--- config.mk ---
export PLATFORM = sky130hd
export DESIGN_NAME = incremental_pid_pwm_controller
export DESIGN_NICKNAME = d
export VERILOG_FILES = /design/src/design/ipid_pkg.sv /design/src/design/incremental_pid_pwm_controller.sv /design/src/design/ipid_ctrl.sv /design/src/design/ipid_dp.sv
export SDC_FILE = /design/constraint.sdc
export NUM_CORES = 1
export LEC_CHECK = 0
export ABC_AREA = 1
export BUFFER_PORTS_ARGS = -buffer_cell sky130_fd_sc_hd__buf_2
export CAP_MARGIN = 20
export CORE_MARGIN = 3
export CORE_UTILIZATION = 55
export DETAILED_ROUTE_END_ITERATION = 12
export PLACE_DENSITY = 0.69
export SLEW_MARGIN = 15
export SYNTH_ARGS = -nofsm -noshare
export SYNTH_HDL_FRONTEND = slang
export SYNTH_HIERARCHICAL = 1
export SYNTH_SLANG_ARGS = --single-unit
--- constraint.sdc ---
create_clock -name clk -period 12.45 [get_ports clk]
set_clock_uncertainty 0.2 [all_clocks]
set_input_delay 2.49 -clock clk [delete_from_list [all_inputs] [get_ports clk]]
set_output_delay 2.49 -clock clk [all_outputs]
set_load 0.03 [all_outputs]
--- src/design/ipid_pkg.sv ---
`timescale 1ns / 1ps
// Shared types, constants and command encodings for the incremental PID block.
// No dependencies; imported by the controller, the datapath and the top level.
package ipid_pkg;

  localparam int DATA_W    = 8;
  localparam int IDX_W     = 8;
  localparam int ACC_W     = 16;
  localparam int MUL_W     = 26;
  localparam int PROD_W    = 2 * MUL_W;

  localparam int PWM_TOP   = 199;
  localparam int CTRL_MAX  = 255;
  localparam int SETPOINT_RESET = 70;

  // Truncating divide by ten for magnitudes below 2^16.
  localparam int RCP10       = 52429;
  localparam int RCP10_SHIFT = 19;
  // Truncating divide by CTRL_MAX for values below 2^24.
  localparam int RCP_TOP       = 8421505;
  localparam int RCP_TOP_SHIFT = 31;

  typedef enum logic [IDX_W-1:0] {
    REG_SETPOINT  = 8'd0,
    REG_PROP_GAIN = 8'd1,
    REG_PREV_GAIN = 8'd2,
    REG_DIFF_GAIN = 8'd3
  } reg_idx_t;

  typedef enum logic [3:0] {
    OP_NONE,
    OP_MUL_P,
    OP_RCP,
    OP_ACC_MUL_I,
    OP_ACC_MUL_D,
    OP_ACC,
    OP_CLAMP,
    OP_SCALE,
    OP_RCP_DUTY
  } op_t;

  typedef enum logic [3:0] {
    ST_IDLE,
    ST_MUL_P,
    ST_RCP_P,
    ST_MUL_I,
    ST_RCP_I,
    ST_MUL_D,
    ST_RCP_D,
    ST_ACC_D,
    ST_CLAMP,
    ST_SCALE,
    ST_RCP_DUTY,
    ST_DONE
  } state_t;

  typedef struct packed {
    op_t  op;
    logic load;
    logic commit;
  } cmd_t;

  typedef struct packed {
    logic out_busy;
  } status_t;

endpackage

--- src/design/incremental_pid_pwm_controller.sv ---
`timescale 1ns / 1ps
// Incremental PID controller with PWM duty output, top level.
// Depends on ipid_pkg, ipid_ctrl and ipid_dp.
//
// Channels:
//   temperature request: in_valid / in_ready, one 8-bit sample per request.
//   result request: out_valid / out_ready, carrying the saturated error, the
//     clamped control value and the PWM compare value.
//   config port: cfg_valid / cfg_ready with cfg_index and cfg_data; cfg_ready
//     is always high, and writes to indexes beyond diff_gain are dropped.
// Timing: a sample goes through MUL_P, RCP_P, MUL_I, RCP_I, MUL_D, RCP_D,
//   ACC_D, CLAMP, SCALE and RCP_DUTY to DONE, which hands its result to the
//   output register; the next sample is taken only back in idle. The sequencer
//   walks the one shared multiplier through the three gain products, their
//   divides by ten (reciprocal multiplies) and the duty scale-and-divide.
// Stall: the output register holds a result until it is taken; a new sample
//   is accepted meanwhile and its result waits in the final state, with the
//   loop state unchanged, until the output register frees up.
// Reset: setpoint returns to 70, gains to 0, previous error and control to 0,
//   and no result is pending.
module incremental_pid_pwm_controller import ipid_pkg::*; (
  input  logic                     clk,
  input  logic                     rst,
  input  logic                     in_valid,
  output logic                     in_ready,
  input  logic [DATA_W-1:0]        temperature,
  output logic                     out_valid,
  input  logic                     out_ready,
  output logic signed [DATA_W-1:0] error_value,
  output logic [DATA_W-1:0]        control_value,
  output logic [DATA_W-1:0]        duty,
  input  logic                     cfg_valid,
  output logic                     cfg_ready,
  input  logic [IDX_W-1:0]         cfg_index,
  input  logic [DATA_W-1:0]        cfg_data
);

  cmd_t    cmd;
  status_t status;

  // Config registers take a write in any cycle.
  assign cfg_ready = 1'b1;

  ipid_ctrl u_ctrl (
    .clk      (clk),
    .rst      (rst),
    .in_valid (in_valid),
    .in_ready (in_ready),
    .status   (status),
    .cmd      (cmd)
  );

  ipid_dp u_dp (
    .clk           (clk),
    .rst           (rst),
    .cmd           (cmd),
    .status        (status),
    .temperature   (temperature),
    .cfg_valid     (cfg_valid),
    .cfg_index     (cfg_index),
    .cfg_data      (cfg_data),
    .out_valid     (out_valid),
    .out_ready     (out_ready),
    .error_value   (error_value),
    .control_value (control_value),
    .duty          (duty)
  );

endmodule

--- src/design/ipid_ctrl.sv ---
`timescale 1ns / 1ps
// Sequencer for the incremental PID block: steps the datapath through one sample.
// Depends on ipid_pkg for state, command and status types.
module ipid_ctrl import ipid_pkg::*; (
  input  logic    clk,
  input  logic    rst,
  input  logic    in_valid,
  output logic    in_ready,
  input  status_t status,
  output cmd_t    cmd
);

  state_t state, state_next;

  always_ff @(posedge clk) begin
    if (rst) begin
      state <= ST_IDLE;
    end else begin
      state <= state_next;
    end
  end

  always_comb begin
    state_next = state;
    unique case (state)
      ST_IDLE:     if (in_valid) state_next = ST_MUL_P;
      ST_MUL_P:    state_next = ST_RCP_P;
      ST_RCP_P:    state_next = ST_MUL_I;
      ST_MUL_I:    state_next = ST_RCP_I;
      ST_RCP_I:    state_next = ST_MUL_D;
      ST_MUL_D:    state_next = ST_RCP_D;
      ST_RCP_D:    state_next = ST_ACC_D;
      ST_ACC_D:    state_next = ST_CLAMP;
      ST_CLAMP:    state_next = ST_SCALE;
      ST_SCALE:    state_next = ST_RCP_DUTY;
      ST_RCP_DUTY: state_next = ST_DONE;
      ST_DONE:     if (!status.out_busy) state_next = ST_IDLE;
      default:     state_next = ST_IDLE;
    endcase
  end

  always_comb begin
    in_ready   = 1'b0;
    cmd.op     = OP_NONE;
    cmd.load   = 1'b0;
    cmd.commit = 1'b0;
    unique case (state)
      ST_IDLE: begin
        in_ready = 1'b1;
        cmd.load = in_valid;
      end
      ST_MUL_P:    cmd.op = OP_MUL_P;
      ST_RCP_P:    cmd.op = OP_RCP;
      ST_MUL_I:    cmd.op = OP_ACC_MUL_I;
      ST_RCP_I:    cmd.op = OP_RCP;
      ST_MUL_D:    cmd.op = OP_ACC_MUL_D;
      ST_RCP_D:    cmd.op = OP_RCP;
      ST_ACC_D:    cmd.op = OP_ACC;
      ST_CLAMP:    cmd.op = OP_CLAMP;
      ST_SCALE:    cmd.op = OP_SCALE;
      ST_RCP_DUTY: cmd.op = OP_RCP_DUTY;
      ST_DONE:     cmd.commit = !status.out_busy;
      default:     cmd.op = OP_NONE;
    endcase
  end

endmodule

--- src/design/ipid_dp.sv ---
`timescale 1ns / 1ps
// Datapath of the incremental PID block: config registers, shared multiplier,
// accumulator, loop state and the output register. Depends on ipid_pkg.
module ipid_dp import ipid_pkg::*; (
  input  logic                     clk,
  input  logic                     rst,
  input  cmd_t                     cmd,
  output status_t                  status,
  input  logic [DATA_W-1:0]        temperature,
  input  logic                     cfg_valid,
  input  logic [IDX_W-1:0]         cfg_index,
  input  logic [DATA_W-1:0]        cfg_data,
  output logic                     out_valid,
  input  logic                     out_ready,
  output logic signed [DATA_W-1:0] error_value,
  output logic [DATA_W-1:0]        control_value,
  output logic [DATA_W-1:0]        duty
);

  logic [DATA_W-1:0] setpoint, prop_gain, prev_gain, diff_gain;
  logic signed [DATA_W-1:0] err, last_error;
  logic [DATA_W-1:0] last_control, ctrl;
  logic signed [ACC_W-1:0] acc;
  logic signed [PROD_W-1:0] mul;
  logic sgn;

  logic signed [DATA_W:0] diff_raw, err_delta;
  logic signed [DATA_W-1:0] err_sat;
  logic signed [MUL_W-1:0] mul_a, mul_b;
  logic signed [PROD_W-1:0] prod;
  logic [RCP10_SHIFT-2:0] mag;
  logic [ACC_W-1:0] quot;
  logic signed [ACC_W-1:0] term, acc_sum;

  // Config writes; indexes beyond the list are dropped.
  always_ff @(posedge clk) begin
    if (rst) begin
      setpoint  <= DATA_W'(SETPOINT_RESET);
      prop_gain <= '0;
      prev_gain <= '0;
      diff_gain <= '0;
    end else if (cfg_valid) begin
      unique case (cfg_index)
        REG_SETPOINT:  setpoint  <= cfg_data;
        REG_PROP_GAIN: prop_gain <= cfg_data;
        REG_PREV_GAIN: prev_gain <= cfg_data;
        REG_DIFF_GAIN: diff_gain <= cfg_data;
        default: ;
      endcase
    end
  end

  // Saturated error of the incoming sample.
  always_comb begin
    diff_raw = $signed({1'b0, temperature}) - $signed({1'b0, setpoint});
    if (diff_raw > $signed(10'sd127)) begin
      err_sat = 8'sd127;
    end else if (diff_raw < -$signed(10'sd128)) begin
      err_sat = -8'sd128;
    end else begin
      err_sat = diff_raw[DATA_W-1:0];
    end
  end

  assign err_delta = {err[DATA_W-1], err} - {last_error[DATA_W-1], last_error};
  assign mag       = mul[PROD_W-1] ? (RCP10_SHIFT-1)'(-mul) : (RCP10_SHIFT-1)'(mul);
  assign quot      = mul[RCP10_SHIFT +: ACC_W];
  assign term      = sgn ? -$signed(quot) : $signed(quot);
  assign acc_sum   = acc + term;

  always_comb begin
    mul_a = '0;
    mul_b = '0;
    unique case (cmd.op)
      OP_MUL_P: begin
        mul_a = {{(MUL_W-DATA_W){err[DATA_W-1]}}, err};
        mul_b = {{(MUL_W-DATA_W){1'b0}}, prop_gain};
      end
      OP_RCP: begin
        mul_a = {{(MUL_W-RCP10_SHIFT+1){1'b0}}, mag};
        mul_b = MUL_W'(RCP10);
      end
      OP_ACC_MUL_I: begin
        mul_a = {{(MUL_W-DATA_W){last_error[DATA_W-1]}}, last_error};
        mul_b = {{(MUL_W-DATA_W){1'b0}}, prev_gain};
      end
      OP_ACC_MUL_D: begin
        mul_a = {{(MUL_W-DATA_W-1){err_delta[DATA_W]}}, err_delta};
        mul_b = {{(MUL_W-DATA_W){1'b0}}, diff_gain};
      end
      OP_SCALE: begin
        mul_a = {{(MUL_W-DATA_W){1'b0}}, ctrl};
        mul_b = MUL_W'(PWM_TOP);
      end
      OP_RCP_DUTY: begin
        mul_a = mul[MUL_W-1:0];
        mul_b = MUL_W'(RCP_TOP);
      end
      OP_NONE, OP_ACC, OP_CLAMP: begin
        mul_a = '0;
        mul_b = '0;
      end
      default: begin
        mul_a = '0;
        mul_b = '0;
      end
    endcase
  end

  assign prod = mul_a * mul_b;

  always_ff @(posedge clk) begin
    if (cmd.load) begin
      err <= err_sat;
      acc <= ACC_W'($signed({1'b0, last_control}));
    end
    unique case (cmd.op)
      OP_MUL_P, OP_SCALE, OP_RCP_DUTY: mul <= prod;
      OP_RCP: begin
        sgn <= mul[PROD_W-1];
        mul <= prod;
      end
      OP_ACC_MUL_I, OP_ACC_MUL_D: begin
        acc <= acc_sum;
        mul <= prod;
      end
      OP_ACC: acc <= acc_sum;
      OP_CLAMP: begin
        if (acc < 0) begin
          ctrl <= '0;
        end else if (acc > $signed(ACC_W'(CTRL_MAX))) begin
          ctrl <= DATA_W'(CTRL_MAX);
        end else begin
          ctrl <= acc[DATA_W-1:0];
        end
      end
      OP_NONE: ;
      default: ;
    endcase
  end

  // Loop state advances only when the result is handed to the output register.
  always_ff @(posedge clk) begin
    if (rst) begin
      last_error   <= '0;
      last_control <= '0;
      out_valid    <= 1'b0;
    end else begin
      if (cmd.commit) begin
        last_error   <= err;
        last_control <= ctrl;
        out_valid    <= 1'b1;
      end else if (out_ready) begin
        out_valid <= 1'b0;
      end
    end
  end

  always_ff @(posedge clk) begin
    if (cmd.commit) begin
      error_value   <= err;
      control_value <= ctrl;
      duty          <= mul[RCP_TOP_SHIFT +: DATA_W];
    end
  end

  assign status.out_busy = out_valid && !out_ready;

endmodule

==> results of run 1 <==
==> per-stage QoR <==
stage / worst slack [ns] / hold slack, ns / cells / cell area (µm²) / utilization [%]
2_1_floorplan: 4.572 / 0.2003 / 3039 / 23750 / -
3_3_place_gp: 3.087 / 0.2136 / 3592 / 24520 / 58.07
3_5_place_dp: 2.949 / 0.2079 / 3593 / 24550 / 58.14
4_1_cts: 2.923 / 0.2302 / 3625 / 25130 / 59.51
5_1_grt: 2.079 / 0.2396 / 3626 / 25130 / 59.51
6_report: 2.962 / 0.2275 / 3626 / 25130 / 59.51
==> cell type report <==
type	count	area (µm²)	area share, %
Antenna cell	1	2.502	0.009958
Clock buffer	23	500.5	1.992
Clock inverter	9	76.32	0.3037
Inverter	823	3090	12.30
Multi-Input combinational cell	2013	16420	65.33
Sequential cell	150	3974	15.81
Tap cell	539	674.4	2.684
Timing Repair Buffer	68	395.4	1.573
==> routing by layer <==
layer  wire length (µm)  track usage (%)  vias to the layer above
li1                   -                -                     9180
met1              29450            43.85                     9361
met2              31170            51.20                      699
met3               5001            5.077                      119
met4               2046            9.799                        0
met5                  0                0                        -
==> worst paths after layout <==
check	from	endpoint	cells past startpoint
hold / removal	u_dp/mul[37]$_DFFE_PP_	u_dp/duty[6]$_DFFE_PP_	0
setup / recovery	u_ctrl/state[1]$_SDFFE_PP0P_	u_dp/mul[50]$_DFFE_PP_	32
setup reg to reg	u_ctrl/state[1]$_SDFFE_PP0P_	u_dp/mul[50]$_DFFE_PP_	32
hold reg to reg	u_dp/mul[37]$_DFFE_PP_	u_dp/duty[6]$_DFFE_PP_	0
==> cell families after synthesis <==
logic type,Yosys count
compound gates,270
xor+xnor,41
fa+ha+maj,605
buf+inv,876
flops,150
other cells,3
simple gates,1068
==> power breakdown <==
group / switching, µW / leakage (µW) / internal (µW)
Combinational: 1630 / 0.0121 / 838
Sequential: 121 / 0.00135 / 675
Clock: 245 / 0.000288 / 289
Total: 1990 / 0.0137 / 1800
==> registers in the layout, summed over array words and instances, names as in the netlist <==
name and count:
u_dp/control_value 8, u_dp/err 8, u_ctrl/state 4, u_dp/sgn 1, u_dp/acc 16, u_dp/last_error 8, u_dp/ctrl 8, u_dp/mul 40
u_dp/setpoint 8, u_dp/out_valid 1, u_dp/error_value 8, u_dp/prev_gain 8, u_dp/last_control 8, u_dp/prop_gain 8, u_dp/diff_gain 8, u_dp/duty 8
==> Yosys cell counts (3+ instances only) <==
cell	instances	area (µm²)
nand3_1	99	495.5
nand3_2	7	70.07
nor2_1	245	919.6
nor4_1	3	18.77
a21o_1	7	52.55
buf_4	11	82.58
and2_1	3	18.77
o22ai_1	14	87.58
inv_2	3	11.26
nand3b_1	4	30.03
o21bai_1	10	75.07
nor3_1	18	90.09
fa_1	331	6626
a21oi_1	128	640.6
buf_2	22	110.1
xor2_1	33	289.0
o21ai_0	89	445.4
o211ai_1	6	45.04
inv_1	819	3074
dfxtp_1	53	1061
o221ai_2	3	45.04
buf_6	3	33.78
nand4_1	19	118.9
nand2_2	5	31.28
or2_2	9	56.30
nand2_1	645	2421
clkbuf_1	16	60.06
conb_1	3	11.26
edfxtp_1	97	2913
a31oi_1	3	18.77
ha_1	274	3428
xnor2_1	8	70.07
==> flow_metrics.tcl, run 1 <==
set metrics [dict create \
    synthesis.instances 3013 \
    wl_per_cell_um 18.66 \
    initial_core_util_pct 56.01 \
    synth_area_um2 23650 \
    grt_max_degree 47 \
    async_reset_ff_share_pct 0 \
    cts_resized 0 \
    drv_cap 0 \
    clk_latency_ns 0.47 \
    drt_first_pass_iters 8 \
    setup_viol 0 \
    drt-initial-drc-count 1608 \
    finalHoldViolCount 0 \
    power_density_nw_per_um2 150.9 \
    clk_pin_slew_ns 0.07 \
    clkSinkCount 150 \
    fp-row-count 75 \
    slew_violations 0 \
    root_buffer "clkbuf_16" \
    synth_warnings 6 \
    synth_xor_area_share_pct 1.518 \
    tightest_slew_ns 1.121 \
    peakVddDrop_mv 0.09061 \
    drive_gt1_share_pct 4.407 \
    synth_edf_count 97 \
    p_total_uw 3793 \
    cp.arrival_ns 9.52 \
    synth_top_family_by_area "adder cells" \
    postCtsHoldBufs 0 \
    synthAdderAreaFrac_pct 42.51 \
    dp_hpwl_mm 57.12 \
    max_freq_mhz 105.4 \
    yosysSeqAreaShare_pct 16.80 \
    fin_nets 3707 \
    port_buffers 54 \
    gp_congestion 0.9385 \
    rsz0062_at_grt "false" \
    grt_usage_pct 31.51 \
    r2r_slack_ns 2.96 \
    coreArea_um2 42230 \
    synth_simple_gate_area_share_pct 18.47 \
    tns_ns 0 \
    period_needed_ns 9.488 \
    drt-total-wl_mm 67.66 \
    vias 19359 \
    die-width_um 213.4 \
    critPathTopFamily "adder cells" \
    grt_pass1_vias 19731 \
    leakagePower_uw 0.01373 \
    cts_buffer_depth 2 \
    numCtsBuffers 17 \
    crit_type "reg -> reg" \
    startpoint_type "flop" \
    hold_class "reg -> reg" \
    io_pins 56 \
    fin_crit_sh_pct 76.21 \
    synth_mux_area_share_pct 0 \
    overflow 0 \
    cpMostUsedCell "inv_1" \
    via_per_inst 5.339 \
    cts_tree "done" \
    cts_setup_buffers 0 \
    die_h_um 213.4 \
    ys_ff_latch 150 \
    ys.flop_type "edfxtp_1" \
    syn_avg_cell_area_um2 7.850 \
    crit_path_max_fanout 43 \
    end_kind "flop" \
    postRouteAntennaNets 0 \
    final_cell_mix "inv_1 (819), nand2_1 (645), fa_1 (331), ha_1 (274), nor2_1 (245)" \
    remaining_drc_errors 0 \
    cp_slowest_cell "fa_1" \
    slew_headroom_pct 25.28 \
    status "complete, no violations" \
    antenna_found_initial 2 \
    synthDistinctLibCells 51 \
    required_ns 12.48 \
    fillCellCount 3892 \
    max_stage_delay_ns 0.76 \
    synth_compound_area_share_pct 6.359 \
    layout_commonest_cell "inv_1" \
    grt_first_pass_wirelength_mm 108.6 \
    synthToLayoutAreaGrowth_pct 6.253 \
    path_buf_inv 9 \
    h-tree-depth 4 \
    die_area_um2 45530 \
]
(Power assumes the default switching activity.)
==> run 2, diff against run 1 <==
==> constraint.sdc (replaced) <==
create_clock -name clk -period 9 [get_ports clk]
set_clock_uncertainty 0.2 [all_clocks]
set_input_delay 1.8 -clock clk [delete_from_list [all_inputs] [get_ports clk]]
set_output_delay 1.8 -clock clk [all_outputs]
set_load 0.03 [all_outputs]
==> run 2 against run 1 <==
Against the previous run:
- clock power increased by 32%
- critical path type unchanged
- final cell count increased by 0.17%
- maximum frequency increased by 11%
- total power increased by 37%
- critical path depth increased by 3
- via count increased by 0.85%
- combinational power increased by 38%
- count of clock-buffer cells in the layout decreased by 2
- register-to-register slack got worse by 2.5 ns
- first-iteration DRC count increased by 12%
- global-route usage decreased by 0.49 points
- largest cell class unchanged
==> flow_metrics.tcl, run 2 (synthesized netlist as in run 1, its figures left out) <==
set metrics [dict create \
    wl_per_cell_um 18.46 \
    rsz0062_at_grt "false" \
    clk_pin_slew_ns 0.07 \
    drive_gt1_share_pct 4.817 \
    coreArea_um2 42230 \
    peakVddDrop_mv 0.1398 \
    via_per_inst 5.376 \
    cp_slowest_cell "fa_1" \
    finalHoldViolCount 0 \
    required_ns 9.00 \
    diodes 0 \
    synthToLayoutAreaGrowth_pct 6.486 \
    tns_ns 0 \
    fin_crit_sh_pct 94.96 \
    period_needed_ns 8.546 \
    max_stage_delay_ns 0.58 \
    cpMostUsedCell "nand2_1" \
    drt-initial-drc-count 1799 \
    crit_type "reg -> reg" \
    cp.arrival_ns 8.55 \
    root_buffer "clkbuf_16" \
    gp_congestion 0.9999 \
    drt-total-wl_mm 67.05 \
    startpoint_type "flop" \
    status "complete, no violations" \
    power_density_nw_per_um2 206.3 \
    fillCellCount 3794 \
    remaining_drc_errors 0 \
    die_h_um 213.4 \
    grt_usage_pct 31.03 \
    h-tree-depth 4 \
    grt_pass1_vias 20346 \
    end_kind "flop" \
    clkSinkCount 150 \
    seqCellArea_um2 3974 \
    grt_max_degree 59 \
    vias 19524 \
    io_pins 56 \
    fp-row-count 75 \
    drv_cap 0 \
    multiInputGateArea_um2 16440 \
    fin_nets 3714 \
    die-width_um 213.4 \
    clk_latency_ns 0.45 \
    drt_first_pass_iters 6 \
    final_cell_mix "inv_1 (819), nand2_1 (644), fa_1 (329), ha_1 (274), nor2_1 (244)" \
    numCtsBuffers 17 \
    cts_buffer_depth 2 \
    post-route-util_pct 59.64 \
    max_freq_mhz 117.0 \
    tightest_slew_ns 1.023 \
    layout_commonest_cell "inv_1" \
    hold_class "reg -> reg" \
    timing.final.ws_setup_ns 0.4536 \
    crit_path_max_fanout 19 \
    top_register "u_dp/mul" \
    grt_first_pass_wirelength_mm 108.1 \
    antenna_found_initial 0 \
    leakagePower_uw 0.01377 \
    setup_viol 0 \
    reg_top3 "u_dp/mul: 40 flops, u_dp/acc: 16 flops" \
    slew_headroom_pct 31.82 \
    postCtsHoldBufs 0 \
    place_ws_ns 0.3275 \
    dp_hpwl_mm 56.45 \
    postRouteAntennaNets 0 \
    cts_tree "done" \
    largest_reg_flops 40 \
    die_area_um2 45530 \
    cts_resized 0 \
    cts_setup_buffers 0 \
    initial_core_util_pct 56.01 \
    overflow 0 \
    port_buffers 54 \
    slew_violations 0 \
]
==> run 2: area by class of cell <==
class / count / share of cell area (%)
multi-input cells: 2013 / 65.29
flip-flops and latches: 150 / 15.78
inverters: 823 / 12.27
well taps: 539 / 2.678
clock buffers: 21 / 1.833
repair buffers: 75 / 1.793
clock inverters: 11 / 0.3527
==> run 2: per-stage QoR <==
step                area, µm²  std cells  hold slack [ns]  power [µW]
floorplan               23750       3039           0.2003        3387
CTS                     25150       3632           0.2343        5160
detailed placement      24600       3600           0.2127        4398
global route            25190       3632           0.2559        5696
global placement        24580       3599           0.2104        4353
finish                  25190       3632           0.2294        5196
==> run 2: layer usage <==
metal | GRT usage, % | up-vias | wire, µm
li1 | - | 9181 | -
met1 | 41.52 | 9376 | 27630
met2 | 50.20 | 794 | 30730
met3 | 6.042 | 173 | 5828
met4 | 12.33 | 0 | 2852
met5 | 0 | - | 0
==> run 2: final timing paths <==
path                                              startpoint  slack, ns                     end  cells past startpoint
worst min register to register        u_dp/mul[35]$_DFFE_PP_       0.23  u_dp/duty[4]$_DFFE_PP_                      0
worst max register to register  u_ctrl/state[3]$_SDFFE_PP0P_       0.45  u_dp/mul[36]$_DFFE_PP_                     35
worst min-delay path                  u_dp/mul[35]$_DFFE_PP_       0.23  u_dp/duty[4]$_DFFE_PP_                      0
worst max-delay path            u_ctrl/state[3]$_SDFFE_PP0P_       0.45  u_dp/mul[36]$_DFFE_PP_                     35
==> run 2: worst max-delay path, delay by kind of cell (launching register included) <==
family	cells	cell delay, ns
AO/OA/AOI/OAI	4	0.62
adder cells (fa/ha/maj)	8	3.70
buffers and inverters	10	1.35
flip-flops	1	0.35
AND/OR/NAND/NOR	13	2.04
==> run 2: power by group <==
| group | switching, µW | total (µW) | internal (µW) |
|---|---|---|---|
| logic | 2220 | 3390 | 1170 |
| registers | 170 | 1110 | 935 |
| clock network | 328 | 703 | 375 |
| total | 2720 | 5200 | 2480 |
